### src/sv/windowed_trimmed_variance_defines.svh
// Assertion macros shared by the windowed trimmed variance modules.
`ifndef WINDOWED_TRIMMED_VARIANCE_DEFINES_SVH
`define WINDOWED_TRIMMED_VARIANCE_DEFINES_SVH

// Checks a property on every rising clock edge outside of reset.
`define WTV_ASSERT(lbl, prop) \
  lbl: assert property (@(posedge clk_i) disable iff (!rst_ni) (prop)) \
    else $error("windowed_trimmed_variance assertion failed");

// Checks that a condition never holds outside of reset.
`define WTV_ASSERT_NEVER(lbl, expr) \
  lbl: assert property (@(posedge clk_i) disable iff (!rst_ni) !(expr)) \
    else $error("windowed_trimmed_variance forbidden condition seen");

`endif

### src/sv/wtv_pkg.sv
// Shared types and constants of the windowed trimmed variance block.
package wtv_pkg;

  localparam int DEFAULT_WINDOW_DEPTH = 64;
  localparam int SIZE_W = 7;
  localparam int SAMPLE_W = 32;
  localparam int TRIM_W = 6;
  localparam int VAR_W = 64;
  localparam int STD_W = 32;
  localparam int USED_W = 7;
  localparam int ACC_W = 128;
  localparam int PROD_W = 64;
  localparam int DIV_CNT_W = 7;
  localparam int SQRT_CNT_W = 5;

  typedef enum logic [1:0] {
    CMD_PUSH  = 2'd0,
    CMD_CLEAR = 2'd1,
    CMD_QUERY = 2'd2
  } cmd_e;

  typedef enum logic [4:0] {
    OP_NONE,
    OP_PUSH,
    OP_CLEAR,
    OP_QSETUP,
    OP_RANK_START,
    OP_RANK_STEP,
    OP_RANK_END,
    OP_VAR_START,
    OP_VAR_MUL,
    OP_VAR_SUB,
    OP_SQ_A,
    OP_SQ_B,
    OP_SQ_C,
    OP_SQ_D,
    OP_VAR_NEXT,
    OP_N2,
    OP_N3,
    OP_DIV_START,
    OP_DIV_STEP,
    OP_SQRT_START,
    OP_SQRT_STEP,
    OP_EMIT
  } dp_op_e;

  typedef struct packed {
    logic count_zero;
    logic keep_i;
    logic inner_done;
    logic i_last;
    logic div_last;
    logic sqrt_last;
    logic out_busy;
  } dp_status_t;

endpackage

### src/sv/wtv_ctrl.sv
// Controller state machine that sequences queries through the datapath.
`include "windowed_trimmed_variance_defines.svh"

module wtv_ctrl (
  input  logic                clk_i,
  input  logic                rst_ni,
  input  logic                in_valid_i,
  input  logic [1:0]          in_command_i,
  output logic                in_ready_o,
  input  wtv_pkg::dp_status_t status_i,
  output wtv_pkg::dp_op_e     op_o
);

  typedef enum logic [4:0] {
    S_IDLE, S_QCHECK, S_RANK_START, S_RANK, S_RANK_END, S_VAR_START, S_VAR_RD,
    S_VAR_MUL, S_VAR_SUB, S_SQ_A, S_SQ_B, S_SQ_C, S_SQ_D, S_VAR_NEXT, S_N2, S_N3,
    S_DIV_START, S_DIV, S_SQRT_START, S_SQRT, S_EMIT
  } state_e;

  state_e state_q, state_d;

  always_comb begin
    state_d = state_q;
    op_o = wtv_pkg::OP_NONE;
    unique case (state_q)
      S_IDLE: begin
        if (in_valid_i) begin
          priority if (in_command_i == wtv_pkg::CMD_PUSH) begin
            op_o = wtv_pkg::OP_PUSH;
          end else if (in_command_i == wtv_pkg::CMD_CLEAR) begin
            op_o = wtv_pkg::OP_CLEAR;
          end else if (in_command_i == wtv_pkg::CMD_QUERY) begin
            op_o = wtv_pkg::OP_QSETUP;
            state_d = S_QCHECK;
          end else begin
            op_o = wtv_pkg::OP_NONE;
          end
        end
      end
      S_QCHECK: state_d = status_i.count_zero ? S_EMIT : S_RANK_START;
      S_RANK_START: begin
        op_o = wtv_pkg::OP_RANK_START;
        state_d = S_RANK;
      end
      S_RANK: begin
        op_o = wtv_pkg::OP_RANK_STEP;
        if (status_i.inner_done) begin
          state_d = S_RANK_END;
        end
      end
      S_RANK_END: begin
        op_o = wtv_pkg::OP_RANK_END;
        state_d = status_i.i_last ? S_VAR_START : S_RANK_START;
      end
      S_VAR_START: begin
        op_o = wtv_pkg::OP_VAR_START;
        state_d = S_VAR_RD;
      end
      S_VAR_RD: state_d = S_VAR_MUL;
      S_VAR_MUL: begin
        if (status_i.keep_i) begin
          op_o = wtv_pkg::OP_VAR_MUL;
          state_d = S_VAR_SUB;
        end else begin
          state_d = S_VAR_NEXT;
        end
      end
      S_VAR_SUB: begin
        op_o = wtv_pkg::OP_VAR_SUB;
        state_d = S_SQ_A;
      end
      S_SQ_A: begin
        op_o = wtv_pkg::OP_SQ_A;
        state_d = S_SQ_B;
      end
      S_SQ_B: begin
        op_o = wtv_pkg::OP_SQ_B;
        state_d = S_SQ_C;
      end
      S_SQ_C: begin
        op_o = wtv_pkg::OP_SQ_C;
        state_d = S_SQ_D;
      end
      S_SQ_D: begin
        op_o = wtv_pkg::OP_SQ_D;
        state_d = S_VAR_NEXT;
      end
      S_VAR_NEXT: begin
        op_o = wtv_pkg::OP_VAR_NEXT;
        state_d = status_i.i_last ? S_N2 : S_VAR_RD;
      end
      S_N2: begin
        op_o = wtv_pkg::OP_N2;
        state_d = S_N3;
      end
      S_N3: begin
        op_o = wtv_pkg::OP_N3;
        state_d = S_DIV_START;
      end
      S_DIV_START: begin
        op_o = wtv_pkg::OP_DIV_START;
        state_d = S_DIV;
      end
      S_DIV: begin
        op_o = wtv_pkg::OP_DIV_STEP;
        if (status_i.div_last) begin
          state_d = S_SQRT_START;
        end
      end
      S_SQRT_START: begin
        op_o = wtv_pkg::OP_SQRT_START;
        state_d = S_SQRT;
      end
      S_SQRT: begin
        op_o = wtv_pkg::OP_SQRT_STEP;
        if (status_i.sqrt_last) begin
          state_d = S_EMIT;
        end
      end
      S_EMIT: begin
        if (!status_i.out_busy) begin
          op_o = wtv_pkg::OP_EMIT;
          state_d = S_IDLE;
        end
      end
      default: state_d = S_IDLE;
    endcase
  end

  always_ff @(posedge clk_i or negedge rst_ni) begin
    if (!rst_ni) begin
      state_q <= S_IDLE;
    end else begin
      state_q <= state_d;
    end
  end

  assign in_ready_o = state_q == S_IDLE;

  `WTV_ASSERT(a_query_leaves_idle,
              (in_valid_i && in_ready_o && (in_command_i == wtv_pkg::CMD_QUERY))
              |=> (state_q == S_QCHECK))
  `WTV_ASSERT(a_div_to_sqrt, (state_q == S_DIV && status_i.div_last) |=> (state_q == S_SQRT_START))

endmodule

### config.mk
export PLATFORM = sky130hd
export DESIGN_NAME = wtv_ctrl
export DESIGN_NICKNAME = d
export VERILOG_FILES = /design/src/sv/wtv_pkg.sv /design/src/sv/wtv_ctrl.sv
export VERILOG_INCLUDE_DIRS = /design/src /design/src/sv
export SDC_FILE = /design/constraint.sdc
export NUM_CORES = 1
export LEC_CHECK = 0
export BUFFER_PORTS_ARGS = -buffer_cell sky130_fd_sc_hd__buf_2
export CORE_MARGIN = 1
export CORE_UTILIZATION = 35
export DETAILED_ROUTE_END_ITERATION = 8
export SYNTH_ARGS = -nofsm -noshare
export SYNTH_HDL_FRONTEND = slang
export SYNTH_SLANG_ARGS = --single-unit
### constraint.sdc
create_clock -name clk_i -period 2 [get_ports clk_i]
set_input_delay 0.3 -clock clk_i [delete_from_list [all_inputs] [get_ports clk_i]]
set_output_delay 0.3 -clock clk_i [all_outputs]
set_load 0.02 [all_outputs]
==> reports/summary.txt <==
Status -> completed
Routability Congestion -> 0.746
CTS tree -> done
Post-DP HPWL -> 1210 um
Total Power -> 1.28 mW
Power Density -> 1480 mW/mm^2
Vias in the first global route -> 618
Largest net degree at the start of global routing -> 21
Final core utilization -> 47.8%
Net Count, Synth -> 104
Worst-Skew Late Latency -> 0.25 ns
Required @ worst endpoint -> 1.70 ns
Site row count -> 15
Netlist cell types -> 44
Hold Path Class -> in2async
Critical Path AT -> 1.63 ns
Core Region -> 0.00180 mm^2
Leak -> 0.377 nW
DR vias -> 730
Area growth syn-to-layout -> 23.0%
DRT Wirelength -> 1690 um
Number of synthesized flops with an enable pin -> 0
Port Buffer Count -> 17
Synth Cell Area -> 701 um^2
Worst Max-Slew Pin Slew -> 0.489 ns
Worst reg2reg setup slack -> 0.30 ns
Gate power share -> 66.8%
Die height -> 46.7 um
Max cap viols -> 0
Power share of the clock group -> 9.3%
Top Ports -> 18
Pins Over Slew Limit -> 0
Vias/cell -> 5.45
Syn Inst Count -> 89
Critical path type -> reg2out
Diode count -> 0
Die Wd -> 46.7 um
Fin Clk Skew -> 0.00485 ns
Seq cells post-synth -> 5
Avg WL per Cell -> 12.6 um
Top Registers -> state_q x5
Post-DRT Antenna Nets -> 0
Critical Path Start Type -> register
Internal power consumption -> 0.657 mW
Tcrit/Tclk final -> 96.5%
Initial core utilization -> 38.9%
First-pass GRT wire length -> 2660 um
TritonCTS Buffers -> 3
DR pass1 iterations -> 4
Worst setup EP type -> output port
Initial antenna violation count -> 0
Critical R2R Launch -> state_q[3]$_DFFE_PN0P_
Most common cell after layout, fill and taps aside -> buf_2
Die area -> 0.00218 mm^2
Residual DRC -> 0
Post-Layout Cell Count -> 134
Max Freq -> 518 MHz
Post-synthesis sequential area ratio -> 17.9%
GRT Util Overall -> 17.0%
Sw frac -> 48.6%
Root Buffer -> clkbuf_4
Placed Cells -> 125
WHS -> 0.396 ns
Minimum clock period -> 1.93 ns
Register name with the most flops -> state_q
Starting DRT DRC Count -> 18
CP Max Fanout -> 13
Setup violators final -> 0
Worst Setup SP -> state_q[3]$_DFFE_PN0P_
Max clock buf depth -> 2
Number of flip-flops under the largest register name -> 5
Reg power frac -> 24.0%
Most used DFF post-synth -> dfrtp_1
Slew margin rel. -> 66.9%
Final net count -> 125
Hold Fails Final Rpt -> 0
Synthesis Warnings -> 0
VDD IR max -> 0.919 mV
CTS H-Tree Depth -> 1
Syn avg cell area -> 7.87 um^2
Layout cell share with drive strength beyond 1 -> 34.9%
Clock Pin Slew Worst Setup and Hold Paths -> 0.05 ns
CTS sink count -> 5
Net switching power figure -> 0.621 mW
Async set or reset register ratio after synthesis -> 100%
GRT overflow -> 0
Most frequent cells in the layout -> buf_2 (17), buf_4 (7), o21ai_0 (6)
## repair_timing
item / 4_1_cts / 5_1_grt
gates resized for setup: 4 / 2
hold buffers: 1 / 0
endpoints found under the hold margin: 5 / 0
setup buffers: 0 / 4
endpoints found under the setup margin: 3 / 3
## final timing paths
| kind | cells after the start | to |
|---|---|---|
| min reg2reg | 1 | state_q[4]$_DFFE_PN0P_ |
| max in group asynchronous | 2 | state_q[2]$_DFFE_PN0P_ |
| min in group clk_i | 3 | state_q[1]$_DFFE_PN0P_ |
| max | 4 | op_o[1] |
| min | 2 | state_q[3]$_DFFE_PN0P_ |
| max reg2reg | 5 | state_q[1]$_DFFE_PN0P_ |
## stage by stage
step | area [um^2] | setup WS, ns | setup TNS [ns]
after CTS | 828 | 0.0268 | 0
final | 862 | 0.0694 | 0
after floorplan | 701 | 0.198 | 0
after global routing | 862 | -0.00398 | -0.00572
after detailed placement | 787 | 0.165 | 0
after global placement | 787 | 0.225 | 0
## layout make-up
| type | instances | area, um^2 |
|---|---|---|
| Timing Repair Buffer | 25 | 148 |
| Fill cell | 205 | 940 |
| Tap cell | 25 | 31.3 |
| Multi-Input combinational cell | 70 | 507 |
| Sequential cell | 5 | 131 |
| Clock buffer | 4 | 26.3 |
| Inverter | 5 | 18.8 |
## cell families after synthesis
logic type               synth area share, %
AND/OR/NAND/NOR                         33.4
AO/OA/AOI/OAI                           27.0
buffers and inverters                   10.2
flip-flops                              17.9
adder cells (fa/ha/maj)                 6.79
multiplexers                            3.57
XOR/XNOR                                1.25
## routing by layer
metal	share of wire, %	wire length [um]	GRT usage [%]
met5	0	0	0
met4	0	0	1.71
met3	4.2	71	5.77
met2	46	776	26.7
met1	50	844	23.7
## worst max-delay path, cell delays in order, from the launching register on
cell     delay, ns
dfrtp_2       0.49
nor2b_1       0.18
o22a_1        0.24
a311o_1       0.31
buf_2         0.16
## cells in the mapped netlist, types with 2 or more instances
cell | instances | area, um^2
buf_2 | 6 | 30.0
nor4b_1 | 2 | 17.5
nand2b_1 | 4 | 25.0
buf_4 | 3 | 22.5
nand3b_1 | 3 | 22.5
nor2_1 | 3 | 11.3
dfrtp_1 | 5 | 125
nor2b_1 | 4 | 25.0
o21ai_0 | 6 | 30.0
inv_1 | 5 | 18.8
nand3_1 | 3 | 15.0
a21oi_1 | 3 | 15.0
nor4bb_1 | 2 | 20.0
ha_1 | 3 | 37.5
nand2_1 | 5 | 18.8
nor3_1 | 3 | 15.0
nor4_1 | 2 | 12.5
## power by group through the flow
stage	combinational, mW	clock (mW)	sequential (mW)
after floorplan	0.741	0	0.176
after global placement	0.782	0	0.292
after detailed placement	0.785	0	0.298
after CTS	0.790	0.123	0.304
after global routing	0.944	0.132	0.322
final	0.853	0.118	0.307
Note: power is estimated with default switching activity, not from simulation.
